File: src/tiws_pkg.sv
// ----------------------------------------------------------------------------
// Tomasulo scheduler package
// Shared widths, operation codes, latencies and word types.
// ----------------------------------------------------------------------------
package tiws_pkg;

	localparam int NUM_ST   = 16;
	localparam int ST_W     = 4;
	localparam int TAG_W    = 5;
	localparam int NUM_REGS = 32;
	localparam int REG_W    = 5;
	localparam int RCNT_W   = 6;
	localparam int CNT_W    = 5;
	localparam int IDX_W    = 16;
	localparam int REM_W    = 6;
	localparam int CYC_W    = 32;
	localparam int PADDR_W  = 5;

	localparam logic [2:0] OP_ADD   = 3'd0;
	localparam logic [2:0] OP_SUB   = 3'd1;
	localparam logic [2:0] OP_MULT  = 3'd2;
	localparam logic [2:0] OP_DIV   = 3'd3;
	localparam logic [2:0] OP_LOAD  = 3'd4;
	localparam logic [2:0] OP_STORE = 3'd5;

	localparam logic [2:0] REG_ADD_CNT   = 3'd0;
	localparam logic [2:0] REG_MULT_CNT  = 3'd1;
	localparam logic [2:0] REG_LOAD_CNT  = 3'd2;
	localparam logic [2:0] REG_STORE_CNT = 3'd3;
	localparam logic [2:0] REG_REG_CNT   = 3'd4;

	localparam logic [REM_W-1:0] LAT_ADD  = 6'd2;
	localparam logic [REM_W-1:0] LAT_MULT = 6'd10;
	localparam logic [REM_W-1:0] LAT_DIV  = 6'd40;
	localparam logic [REM_W-1:0] LAT_MEM  = 6'd2;

	function automatic logic [REM_W-1:0] op_latency(input logic [2:0] op);
		case (op)
			OP_ADD, OP_SUB:    op_latency = LAT_ADD;
			OP_MULT:           op_latency = LAT_MULT;
			OP_DIV:            op_latency = LAT_DIV;
			OP_LOAD, OP_STORE: op_latency = LAT_MEM;
			default:           op_latency = '0;
		endcase
	endfunction

	typedef struct packed {
		logic             has_instr;
		logic [2:0]       op;
		logic [REG_W-1:0] dest_reg;
		logic [REG_W-1:0] src1_reg;
		logic [REG_W-1:0] src2_reg;
	} in_word_t;

	typedef struct packed {
		logic             issued;
		logic [ST_W-1:0]  issued_station;
		logic             wb_valid;
		logic [IDX_W-1:0] wb_index;
		logic [CYC_W-1:0] wb_issue_cycle;
		logic [CYC_W-1:0] wb_exec_cycle;
		logic [CYC_W-1:0] wb_write_cycle;
		logic             all_idle;
	} out_word_t;

	typedef struct packed {
		logic             sel_valid;
		logic [ST_W-1:0]  sel_idx;
		logic [CYC_W-1:0] sel_time;
		logic             free_valid;
		logic [ST_W-1:0]  free_idx;
	} scan_t;

	typedef struct packed {
		logic             wb_en;
		logic [ST_W-1:0]  wb_station;
		logic             step_en;
		logic [CYC_W-1:0] cyc;
		logic             scan_en;
		logic             iss_en;
		logic [ST_W-1:0]  iss_station;
		logic [2:0]       iss_op;
		logic [TAG_W-1:0] iss_t1;
		logic [TAG_W-1:0] iss_t2;
		logic [IDX_W-1:0] iss_index;
		logic [ST_W:0]    kind_lo;
		logic [ST_W:0]    kind_hi;
	} cell_ctl_t;

	typedef struct packed {
		logic             busy;
		logic [IDX_W-1:0] instr_index;
		logic [CYC_W-1:0] issue_time;
		logic [CYC_W-1:0] exec_time;
	} cell_stat_t;

endpackage

File: src/tiws_cell.sv
// ----------------------------------------------------------------------------
// Reservation station cell
// One station: wakeup, countdown, issue write and one stage of the
// oldest-ready and first-free scan chain.
// ----------------------------------------------------------------------------
module tiws_cell import tiws_pkg::*; (
	input  logic            clk,
	input  logic            arst_n,
	input  logic [ST_W-1:0] idx,
	input  cell_ctl_t       ctl,
	input  scan_t           scan_in,
	output scan_t           scan_out,
	output cell_stat_t      stat
);

	logic             busy_q, ready_q;
	logic [1:0]       srcok_q;
	logic [TAG_W-1:0] wait0_q, wait1_q;
	logic [REM_W-1:0] rem_q;
	logic [IDX_W-1:0] index_q;
	logic [CYC_W-1:0] issue_q, exec_q;
	scan_t            scan_q;

	logic             busy_d, ready_d;
	logic [1:0]       srcok_d;
	logic [TAG_W-1:0] wait0_d, wait1_d;
	logic [REM_W-1:0] rem_d;
	logic [IDX_W-1:0] index_d;
	logic [CYC_W-1:0] issue_d, exec_d;
	scan_t            scan_d;
	logic [TAG_W-1:0] wt;
	logic             is_cand, is_free;

	assign wt = {1'b0, ctl.wb_station} + TAG_W'(1);

	always_comb begin
		busy_d  = busy_q;
		ready_d = ready_q;
		srcok_d = srcok_q;
		wait0_d = wait0_q;
		wait1_d = wait1_q;
		rem_d   = rem_q;
		index_d = index_q;
		issue_d = issue_q;
		exec_d  = exec_q;
		if (ctl.step_en) begin
			if (ctl.wb_en && busy_q) begin
				if (wait0_q == wt) srcok_d[0] = 1'b1;
				if (wait1_q == wt) srcok_d[1] = 1'b1;
			end
			if (ctl.wb_en && ctl.wb_station == idx) begin
				busy_d  = 1'b0;
				ready_d = 1'b0;
			end
			if (ready_d && rem_q != '0) begin
				rem_d = rem_q - REM_W'(1);
				if (rem_q == REM_W'(1)) exec_d = ctl.cyc;
			end else if (!ready_d && srcok_d == 2'b11) begin
				ready_d = 1'b1;
			end
		end
		if (ctl.iss_en && ctl.iss_station == idx) begin
			busy_d  = 1'b1;
			index_d = ctl.iss_index;
			rem_d   = op_latency(ctl.iss_op);
			issue_d = ctl.cyc;
			case (ctl.iss_op)
				OP_LOAD: begin
					ready_d = 1'b1;
				end
				OP_STORE: begin
					wait0_d = ctl.iss_t1;
					srcok_d = {1'b1, ctl.iss_t1 == '0};
					ready_d = ctl.iss_t1 == '0;
				end
				default: begin
					wait0_d = ctl.iss_t1;
					wait1_d = ctl.iss_t2;
					srcok_d = {ctl.iss_t2 == '0, ctl.iss_t1 == '0};
					ready_d = ctl.iss_t1 == '0 && ctl.iss_t2 == '0;
				end
			endcase
		end
	end

	assign is_cand = busy_q && rem_q == '0;
	assign is_free = !busy_q && {1'b0, idx} >= ctl.kind_lo && {1'b0, idx} < ctl.kind_hi;

	always_comb begin
		scan_d = scan_in;
		if (is_cand && (!scan_in.sel_valid || issue_q < scan_in.sel_time)) begin
			scan_d.sel_valid = 1'b1;
			scan_d.sel_idx   = idx;
			scan_d.sel_time  = issue_q;
		end
		if (is_free && !scan_in.free_valid) begin
			scan_d.free_valid = 1'b1;
			scan_d.free_idx   = idx;
		end
	end

	always_ff @(posedge clk or negedge arst_n) begin
		if (!arst_n) begin
			busy_q  <= 1'b0;
			ready_q <= 1'b0;
			srcok_q <= '0;
			wait0_q <= '0;
			wait1_q <= '0;
			rem_q   <= '0;
			scan_q  <= '0;
		end else begin
			busy_q  <= busy_d;
			ready_q <= ready_d;
			srcok_q <= srcok_d;
			wait0_q <= wait0_d;
			wait1_q <= wait1_d;
			rem_q   <= rem_d;
			if (ctl.scan_en) scan_q <= scan_d;
		end
	end

	always_ff @(posedge clk) begin
		index_q <= index_d;
		issue_q <= issue_d;
		exec_q  <= exec_d;
	end

	assign scan_out         = scan_q;
	assign stat.busy        = busy_q;
	assign stat.instr_index = index_q;
	assign stat.issue_time  = issue_q;
	assign stat.exec_time   = exec_q;

endmodule

File: src/tiws_regstat.sv
// ----------------------------------------------------------------------------
// Register result status
// Producer tag and ready flag per register, broadcast wakeup, one read port.
// ----------------------------------------------------------------------------
module tiws_regstat import tiws_pkg::*; (
	input  logic              clk,
	input  logic              arst_n,
	input  logic [RCNT_W-1:0] limit,
	input  logic              wb_en,
	input  logic [TAG_W-1:0]  wb_tag,
	input  logic [REG_W-1:0]  rd_addr,
	output logic [TAG_W-1:0]  rd_dep,
	input  logic              wr_en,
	input  logic [REG_W-1:0]  wr_addr,
	input  logic [TAG_W-1:0]  wr_tag
);

	logic [TAG_W-1:0] tag_q [NUM_REGS];
	logic             rdy_q [NUM_REGS];

	always_comb begin
		if ({1'b0, rd_addr} >= limit || rdy_q[rd_addr]) rd_dep = '0;
		else rd_dep = tag_q[rd_addr];
	end

	always_ff @(posedge clk or negedge arst_n) begin
		if (!arst_n) begin
			for (int r = 0; r < NUM_REGS; r++) begin
				tag_q[r] <= '0;
				rdy_q[r] <= 1'b0;
			end
		end else begin
			for (int r = 0; r < NUM_REGS; r++) begin
				if (wb_en && !rdy_q[r] && tag_q[r] == wb_tag) rdy_q[r] <= 1'b1;
			end
			if (wr_en && {1'b0, wr_addr} < limit) begin
				tag_q[wr_addr] <= wr_tag;
				rdy_q[wr_addr] <= 1'b0;
			end
		end
	end

endmodule

File: src/tomasulo_issue_wakeup_scheduler.sv
// ----------------------------------------------------------------------------
// Tomasulo issue and wakeup scheduler
// Sixteen reservation station cells in a scan chain, register status table,
// per-cycle sequencer and APB configuration registers.
// ----------------------------------------------------------------------------
// Flow: an accepted word passes the writeback, scan, issue and done states;
// its result word is registered on leaving done, which out_ready can hold.
// No new word is taken before then; the scan chain walk takes the longest.
// Reset: all stations free, registers untagged, machine cycle count one,
// configuration at 3/2/2/2 stations and 16 registers.
module tomasulo_issue_wakeup_scheduler import tiws_pkg::*; (
	input  logic               clk,
	input  logic               arst_n,
	input  logic               in_valid,
	output logic               in_ready,
	input  in_word_t           in_data,
	output logic               out_valid,
	input  logic               out_ready,
	output out_word_t          out_data,
	input  logic               psel,
	input  logic               penable,
	input  logic               pwrite,
	input  logic [PADDR_W-1:0] paddr,
	input  logic [31:0]        pwdata,
	output logic [31:0]        prdata,
	output logic               pready
);

	typedef enum logic [4:0] {
		S_IDLE  = 5'b00001,
		S_WB    = 5'b00010,
		S_SCAN  = 5'b00100,
		S_ISSUE = 5'b01000,
		S_DONE  = 5'b10000
	} state_t;

	state_t            state_q;
	in_word_t          in_q;
	logic [ST_W-1:0]   cnt_q;
	logic [CYC_W-1:0]  cyc_q;
	logic [IDX_W-1:0]  icount_q;
	logic              bus_valid_q;
	logic [ST_W-1:0]   bus_tag_q;
	logic [CNT_W-1:0]  add_cnt_q, mult_cnt_q, load_cnt_q, store_cnt_q;
	logic [RCNT_W-1:0] reg_cnt_q;
	logic              wbv_q;
	logic [IDX_W-1:0]  wbidx_q;
	logic [CYC_W-1:0]  wbiss_q, wbexec_q, wbwr_q;
	logic [TAG_W-1:0]  tdest_q, t1_q, t2_q;
	logic              iss_q;
	logic [ST_W-1:0]   iss_st_q;
	out_word_t         out_q;
	logic              out_valid_q;

	cell_ctl_t         ctl;
	scan_t             chain [NUM_ST+1];
	cell_stat_t        stat [NUM_ST];
	logic [NUM_ST-1:0] busy_vec;
	logic [ST_W:0]     b1, b2, b3, b4;
	logic [ST_W:0]     kind_lo, kind_hi;
	logic              kind_ok, do_issue, cfg_wr;
	logic [RCNT_W-1:0] reg_limit;
	logic [REG_W-1:0]  rd_addr;
	logic [TAG_W-1:0]  rd_dep;
	scan_t             last;

	function automatic logic [ST_W:0] cap_st(input logic [ST_W+1:0] v);
		cap_st = (v > (ST_W+2)'(NUM_ST)) ? (ST_W+1)'(NUM_ST) : v[ST_W:0];
	endfunction

	assign b1 = cap_st({1'b0, add_cnt_q});
	assign b2 = cap_st({1'b0, b1} + {1'b0, mult_cnt_q});
	assign b3 = cap_st({1'b0, b2} + {1'b0, load_cnt_q});
	assign b4 = cap_st({1'b0, b3} + {1'b0, store_cnt_q});
	assign reg_limit = (reg_cnt_q > RCNT_W'(NUM_REGS)) ? RCNT_W'(NUM_REGS) : reg_cnt_q;

	always_comb begin
		kind_ok = 1'b1;
		kind_lo = '0;
		kind_hi = '0;
		case (in_q.op)
			OP_ADD, OP_SUB: begin
				kind_hi = b1;
			end
			OP_MULT, OP_DIV: begin
				kind_lo = b1;
				kind_hi = b2;
			end
			OP_LOAD: begin
				kind_lo = b2;
				kind_hi = b3;
			end
			OP_STORE: begin
				kind_lo = b3;
				kind_hi = b4;
			end
			default: kind_ok = 1'b0;
		endcase
	end

	assign last     = chain[NUM_ST];
	assign do_issue = in_q.has_instr && kind_ok && last.free_valid;

	always_comb begin
		ctl             = '0;
		ctl.wb_en       = state_q == S_WB && bus_valid_q;
		ctl.wb_station  = bus_tag_q;
		ctl.step_en     = state_q == S_WB;
		ctl.cyc         = cyc_q;
		ctl.scan_en     = state_q == S_SCAN;
		ctl.iss_en      = state_q == S_ISSUE && do_issue;
		ctl.iss_station = last.free_idx;
		ctl.iss_op      = in_q.op;
		ctl.iss_t1      = (in_q.op == OP_STORE) ? tdest_q : t1_q;
		ctl.iss_t2      = t2_q;
		ctl.iss_index   = icount_q;
		ctl.kind_lo     = kind_lo;
		ctl.kind_hi     = kind_hi;
	end

	assign chain[0] = '0;

	for (genvar g = 0; g < NUM_ST; g++) begin : g_cell
		tiws_cell u_cell (
			.clk      (clk),
			.arst_n   (arst_n),
			.idx      (ST_W'(g)),
			.ctl      (ctl),
			.scan_in  (chain[g]),
			.scan_out (chain[g+1]),
			.stat     (stat[g])
		);
		assign busy_vec[g] = stat[g].busy;
	end

	always_comb begin
		case (cnt_q)
			ST_W'(0): rd_addr = in_q.dest_reg;
			ST_W'(1): rd_addr = in_q.src1_reg;
			default:  rd_addr = in_q.src2_reg;
		endcase
	end

	tiws_regstat u_regstat (
		.clk     (clk),
		.arst_n  (arst_n),
		.limit   (reg_limit),
		.wb_en   (ctl.wb_en),
		.wb_tag  ({1'b0, bus_tag_q} + TAG_W'(1)),
		.rd_addr (rd_addr),
		.rd_dep  (rd_dep),
		.wr_en   (ctl.iss_en && in_q.op != OP_STORE),
		.wr_addr (in_q.dest_reg),
		.wr_tag  ({1'b0, last.free_idx} + TAG_W'(1))
	);

	assign cfg_wr = psel && penable && pwrite && pready;
	assign pready = 1'b1;

	always_comb begin
		case (paddr[4:2])
			REG_ADD_CNT:   prdata = {27'd0, add_cnt_q};
			REG_MULT_CNT:  prdata = {27'd0, mult_cnt_q};
			REG_LOAD_CNT:  prdata = {27'd0, load_cnt_q};
			REG_STORE_CNT: prdata = {27'd0, store_cnt_q};
			REG_REG_CNT:   prdata = {26'd0, reg_cnt_q};
			default:       prdata = '0;
		endcase
	end

	always_ff @(posedge clk or negedge arst_n) begin
		if (!arst_n) begin
			add_cnt_q   <= 5'd3;
			mult_cnt_q  <= 5'd2;
			load_cnt_q  <= 5'd2;
			store_cnt_q <= 5'd2;
			reg_cnt_q   <= 6'd16;
		end else if (cfg_wr) begin
			case (paddr[4:2])
				REG_ADD_CNT:   add_cnt_q   <= pwdata[CNT_W-1:0];
				REG_MULT_CNT:  mult_cnt_q  <= pwdata[CNT_W-1:0];
				REG_LOAD_CNT:  load_cnt_q  <= pwdata[CNT_W-1:0];
				REG_STORE_CNT: store_cnt_q <= pwdata[CNT_W-1:0];
				REG_REG_CNT:   reg_cnt_q   <= pwdata[RCNT_W-1:0];
				default: ;
			endcase
		end
	end

	assign in_ready = state_q == S_IDLE;

	always_ff @(posedge clk or negedge arst_n) begin
		if (!arst_n) begin
			state_q     <= S_IDLE;
			cnt_q       <= '0;
			cyc_q       <= CYC_W'(1);
			icount_q    <= '0;
			bus_valid_q <= 1'b0;
			bus_tag_q   <= '0;
			out_valid_q <= 1'b0;
		end else begin
			if (state_q == S_DONE && (!out_valid_q || out_ready)) out_valid_q <= 1'b1;
			else if (out_valid_q && out_ready) out_valid_q <= 1'b0;
			case (state_q)
				S_IDLE: begin
					if (in_valid) state_q <= S_WB;
				end
				S_WB: begin
					cnt_q   <= '0;
					state_q <= S_SCAN;
				end
				S_SCAN: begin
					cnt_q <= cnt_q + ST_W'(1);
					if (cnt_q == ST_W'(NUM_ST - 1)) state_q <= S_ISSUE;
				end
				S_ISSUE: begin
					bus_valid_q <= last.sel_valid;
					bus_tag_q   <= last.sel_valid ? last.sel_idx : '0;
					if (do_issue) icount_q <= icount_q + IDX_W'(1);
					state_q <= S_DONE;
				end
				S_DONE: begin
					if (!out_valid_q || out_ready) begin
						cyc_q   <= cyc_q + CYC_W'(1);
						state_q <= S_IDLE;
					end
				end
				default: state_q <= S_IDLE;
			endcase
		end
	end

	always_ff @(posedge clk) begin
		if (state_q == S_IDLE && in_valid) in_q <= in_data;
		if (state_q == S_WB) begin
			wbv_q    <= bus_valid_q;
			wbidx_q  <= bus_valid_q ? stat[bus_tag_q].instr_index : '0;
			wbiss_q  <= bus_valid_q ? stat[bus_tag_q].issue_time : '0;
			wbexec_q <= bus_valid_q ? stat[bus_tag_q].exec_time : '0;
			wbwr_q   <= bus_valid_q ? cyc_q : '0;
		end
		if (state_q == S_SCAN) begin
			if (cnt_q == ST_W'(0)) tdest_q <= rd_dep;
			if (cnt_q == ST_W'(1)) t1_q <= rd_dep;
			if (cnt_q == ST_W'(2)) t2_q <= rd_dep;
		end
		if (state_q == S_ISSUE) begin
			iss_q    <= do_issue;
			iss_st_q <= do_issue ? last.free_idx : '0;
		end
		if (state_q == S_DONE && (!out_valid_q || out_ready)) begin
			out_q.issued         <= iss_q;
			out_q.issued_station <= iss_st_q;
			out_q.wb_valid       <= wbv_q;
			out_q.wb_index       <= wbidx_q;
			out_q.wb_issue_cycle <= wbiss_q;
			out_q.wb_exec_cycle  <= wbexec_q;
			out_q.wb_write_cycle <= wbwr_q;
			out_q.all_idle       <= ~|busy_vec;
		end
	end

	assign out_valid = out_valid_q;
	assign out_data  = out_q;

	a_ready_idle: assert property (@(posedge clk) disable iff (!arst_n)
		in_ready |-> state_q == S_IDLE)
		else $error("input taken outside idle");

	a_bus_busy: assert property (@(posedge clk) disable iff (!arst_n)
		(state_q == S_IDLE && bus_valid_q) |-> busy_vec[bus_tag_q])
		else $error("pending broadcast names a free station");

	a_issue_free: assert property (@(posedge clk) disable iff (!arst_n)
		(state_q == S_ISSUE && do_issue) |-> !busy_vec[last.free_idx])
		else $error("issue into a busy station");

	a_issue_busy: assert property (@(posedge clk) disable iff (!arst_n)
		(state_q == S_ISSUE && do_issue) |=> busy_vec[$past(last.free_idx)])
		else $error("issued station not marked busy");

endmodule

File: config.mk
export PLATFORM = sky130hd
export DESIGN_NAME = tomasulo_issue_wakeup_scheduler
export DESIGN_NICKNAME = d
export VERILOG_FILES = /design/src/tiws_pkg.sv /design/src/tiws_cell.sv /design/src/tiws_regstat.sv /design/src/tomasulo_issue_wakeup_scheduler.sv
export SDC_FILE = /design/constraint.sdc
export NUM_CORES = 2
export LEC_CHECK = 0
export BUFFER_PORTS_ARGS = -buffer_cell sky130_fd_sc_hd__buf_2
export CELL_PAD_IN_SITES_DETAIL_PLACEMENT = 0
export CELL_PAD_IN_SITES_GLOBAL_PLACEMENT = 2
export CORE_MARGIN = 10
export CORE_UTILIZATION = 41
export CTS_BUF_LIST = sky130_fd_sc_hd__clkbuf_4 sky130_fd_sc_hd__clkbuf_8 sky130_fd_sc_hd__clkbuf_16
export DETAILED_ROUTE_END_ITERATION = 7
export GPL_ROUTABILITY_DRIVEN = 0
export GPL_TIMING_DRIVEN = 0
export MAX_ROUTING_LAYER = met4
export PLACE_DENSITY_LB_ADDON = 0.05
export REMOVE_ABC_BUFFERS = 1
export SYNTH_ARGS = -nofsm -noshare
export SYNTH_HDL_FRONTEND = slang
export SYNTH_SLANG_ARGS = --single-unit
export TNS_END_PERCENT = 100
File: constraint.sdc
create_clock -name clk -period 6.2 [get_ports clk]
set_clock_uncertainty 0.05 [all_clocks]
set_input_delay 1.24 -clock clk [delete_from_list [all_inputs] [get_ports clk]]
set_output_delay 1.24 -clock clk [all_outputs]
set_load 0.01 [all_outputs]
==> impl_metrics.toml <==
[run_status]
status = "finished, final reports clean"

[routing]
firstDrtPassIters = 6
drtIter0Drc = 9090
wire_per_inst_um = 31.4
vias = 93900
viasPerCell = 6.06
wirelength_um = 486000
drc_errors = 0
ant_nets = 0

[clock_network]
cts_made_buffers = 320
cts-root-buf = "clkbuf_16"
h-tree-depth = 5
cts_tree = "done"
clk_pin_slew_ns = 0.06
cts_hold_buf = 0
cts_buffer_depth = 4
clock_sinks = 2762
clock_latency_ns = 0.94

[timing]
final.period_utilization = 0.985
slew_headroom = 0.147
finalMaxSlewViolations = 0
setup_viol = 0
max_slew.worst_pin.slew_ns = 1.27
rsz0062_at_grt = "true"
hold_ws_ns = 0.192
finalHoldViolations = 0
period_needed_ns = 6.11
fmax_mhz = 164

[worst_hold_path]
hold_path.class = "input port to async pin"

[logic_synthesis]
ys.warnings.count = 0
synthesis.instances = 10800
ys_ff_latch = 2762
async_flop_share = 0.438
synth-main-ff-cell = "edfxtp_1"
synth_edf_count = 1551
yosysSeqAreaShare = 0.572
syn_area_per_cell_um2 = 12.5
netlist_area_um2 = 134000
synth.distinct_cells = 94

[layout]
regArea_um2 = 77000
drive_gt1_frac = 0.196
layout_common_cells = "edfxtp_1 (1551), dfrtp_1 (1163), nand2_1 (839)"
nets = 11500
area_growth_pct = 16.0
multiInputGateArea_um2 = 54100
nFillCells = 28900
final_common_cell = "edfxtp_1"

[critical_path]
cp_max_fo = 4
cp-startpoint = "add_cnt_q[4]"
r2r_slack_ns = 0.09
arrival_ns = 6.89
cpPeakStageDelay_ns = 0.40
timing.rr.end = "g_cell[14].u_cell.scan_out[1]"
crit_family = "compound AO/OA/AOI/OAI gates"
r2r_start = "add_cnt_q[4]"
cp-endpoint = "g_cell[14].u_cell.scan_out[1]"
cp-start-kind = "register"
cp-end-kind = "register"
path_common_cell = "o21ai_2"
worst-setup-path-type = "register to register"
path_buf_inv = 5
reg2regPathDepth = 30
worstPathRequired_ns = 6.98
cp.depth = 30
worst_path_max_delay_cell = "fa_2"

[die]
boundaryPins = 217
die_x_um = 593
start_util = 0.411
dieArea_um2 = 351000
die_y_um = 593
std_cell_rows = 210
core_um2 = 327000

[grt]
antenna_found_initial = 37
grt_pass1_wl_um = 699000
grt-ovfl-total = 0
grt_pass1_vias = 94800
grt_max_degree = 157
grt.total_usage = 0.279

[placement]
place_hpwl_um = 326000
io_buffer_count = 161

[flow_run]
maxCapViolCount = 0

[power]
p_leak_nw = 56.8
total_power_mw = 48.5
p_per_area_nw_per_um2 = 311
vdd_ir_drop_max_mv = 0.288
==> through the flow <==
step                      std cells  utilization  TNS, ns  cell area (um2)  worst slack, ns
after detailed placement      14800        0.441  -108.24           144000            -1.99
after CTS                     15500        0.476  -0.0975           156000          -0.0474
after global routing          15500        0.477    -2.78           156000           -0.156
after floorplan               10100            -        -           132000           -14.07
final                         15500        0.477        0           156000           0.0928
after global placement        14600        0.422        -           138000           -40.34
==> synth_stat cells (28+ instances only) <==
library cell / count / area (um2)
a31oi_1: 72 / 450
o221a_2: 224 / 2520
dfrtp_1: 1203 / 30100
nor3b_1: 36 / 270
buf_4: 28 / 210
nor4_1: 131 / 820
a211o_1: 78 / 683
nor3_1: 252 / 1260
o32ai_1: 193 / 1690
edfxtp_1: 1551 / 46600
nand3_1: 197 / 986
nor2_1: 625 / 2350
o311a_1: 130 / 1300
xor2_1: 182 / 1590
o21ai_0: 578 / 2890
ha_1: 534 / 6680
o31ai_1: 107 / 803
nand4_1: 97 / 607
and3_1: 42 / 263
mux4_2: 402 / 9050
mux2_2: 231 / 2600
a21oi_1: 312 / 1560
buf_1: 63 / 236
o221ai_1: 82 / 718
a311oi_1: 35 / 307
and2_1: 141 / 882
nor2b_1: 28 / 175
nand2b_1: 48 / 300
a211oi_1: 145 / 1090
or3_1: 92 / 576
o22ai_1: 100 / 626
nand2_1: 853 / 3200
xnor2_1: 251 / 2200
a21o_1: 245 / 1840
inv_1: 556 / 2090
clkbuf_1: 591 / 2220
==> registers in the layout (all words and copies together) (netlist names), 6 cells and up <==
signal,flops
reg_cnt_q,6
g_cell.u_cell.busy_q,16
g_cell.u_cell.wait1_q,80
u_regstat.tag_q,160
g_cell.u_cell.ready_q,16
wbiss_q,32
g_cell.u_cell.rem_q,96
g_cell.u_cell.srcok_q,32
wbwr_q,32
g_cell.u_cell.scan_out,610
g_cell.u_cell.issue_q,512
wbidx_q,16
in_q,16
cyc_q,32
icount_q,16
u_regstat.rdy_q,32
g_cell.u_cell.exec_q,512
wbexec_q,32
out_data,119
g_cell.u_cell.index_q,256
g_cell.u_cell.wait0_q,80
==> cell type report <==
type	instances	area share
inverters	571	0.0143
multi-input cells	6741	0.347
well taps	4346	0.0348
flip-flops and latches	2762	0.493
diodes	18	0.000289
clock inverters	145	0.0101
repair buffers	470	0.0406
clock buffers	448	0.0602
==> worst min path at each step <==
| stage | from | endpoint | slack (ns) | cells after the start |
|---|---|---|---|---|
| after detailed placement | wbiss_q[21] | out_data[86] | 0.35 | 0 |
| after CTS | arst_n | g_cell[2].u_cell.scan_out[18] | 0.17 | 1 |
| final | arst_n | g_cell[2].u_cell.scan_out[18] | 0.19 | 1 |
| after global routing | arst_n | g_cell[2].u_cell.scan_out[18] | 0.22 | 1 |
| after global placement | wbiss_q[13] | out_data[78] | 0.35 | 0 |
| after floorplan | wbidx_q[3] | out_data[100] | 0.35 | 0 |
==> kinds of logic after synthesis <==
family | after synthesis | synth area share
compound gates | 2473 | 0.133
fa+ha+maj | 538 | 0.0502
flops | 2762 | 0.572
other cells | 2 | 0.0000558
buf+inv | 1277 | 0.0366
xor+xnor | 433 | 0.0282
mux | 660 | 0.0887
simple gates | 2610 | 0.0910
==> worst reg2reg max path, delay by kind of cell, from the launching register on <==
kind                     cells  cell delay [ns]
adder cells (fa/ha/maj)      5             1.30
buffers and inverters        5             0.60
AO/OA/AOI/OAI               12             2.48
AND/OR/NAND/NOR              8             1.24
flip-flops                   1             0.37
==> power breakdown <==
group	total (mW)	internal [mW]	switching, mW	leakage, nW
logic	7.49	2.67	4.82	21.8
registers	21.1	20.2	0.951	29.5
clock network	19.8	11.8	8.05	5.51
==> metal layers <==
metal  wire length [um]  vias to the layer above  global-route usage
met5                  0                        -                   -
met4              22700                        0               0.109
met3              27300                      826              0.0329
met2             229000                     3190               0.441
met1             207000                    48800               0.369
li1                   -                    41100                   -
==> timing repair <==
| action | in CTS | in global routing |
|---|---|---|
| setup endpoints to repair | 81 | 64 |
| pin swaps | 38 | 46 |
| endpoints found under the hold margin | 0 | 0 |
| setup buffers | 27 | 23 |
| gates resized for setup | 92 | 41 |
(Power assumes the default switching activity.)
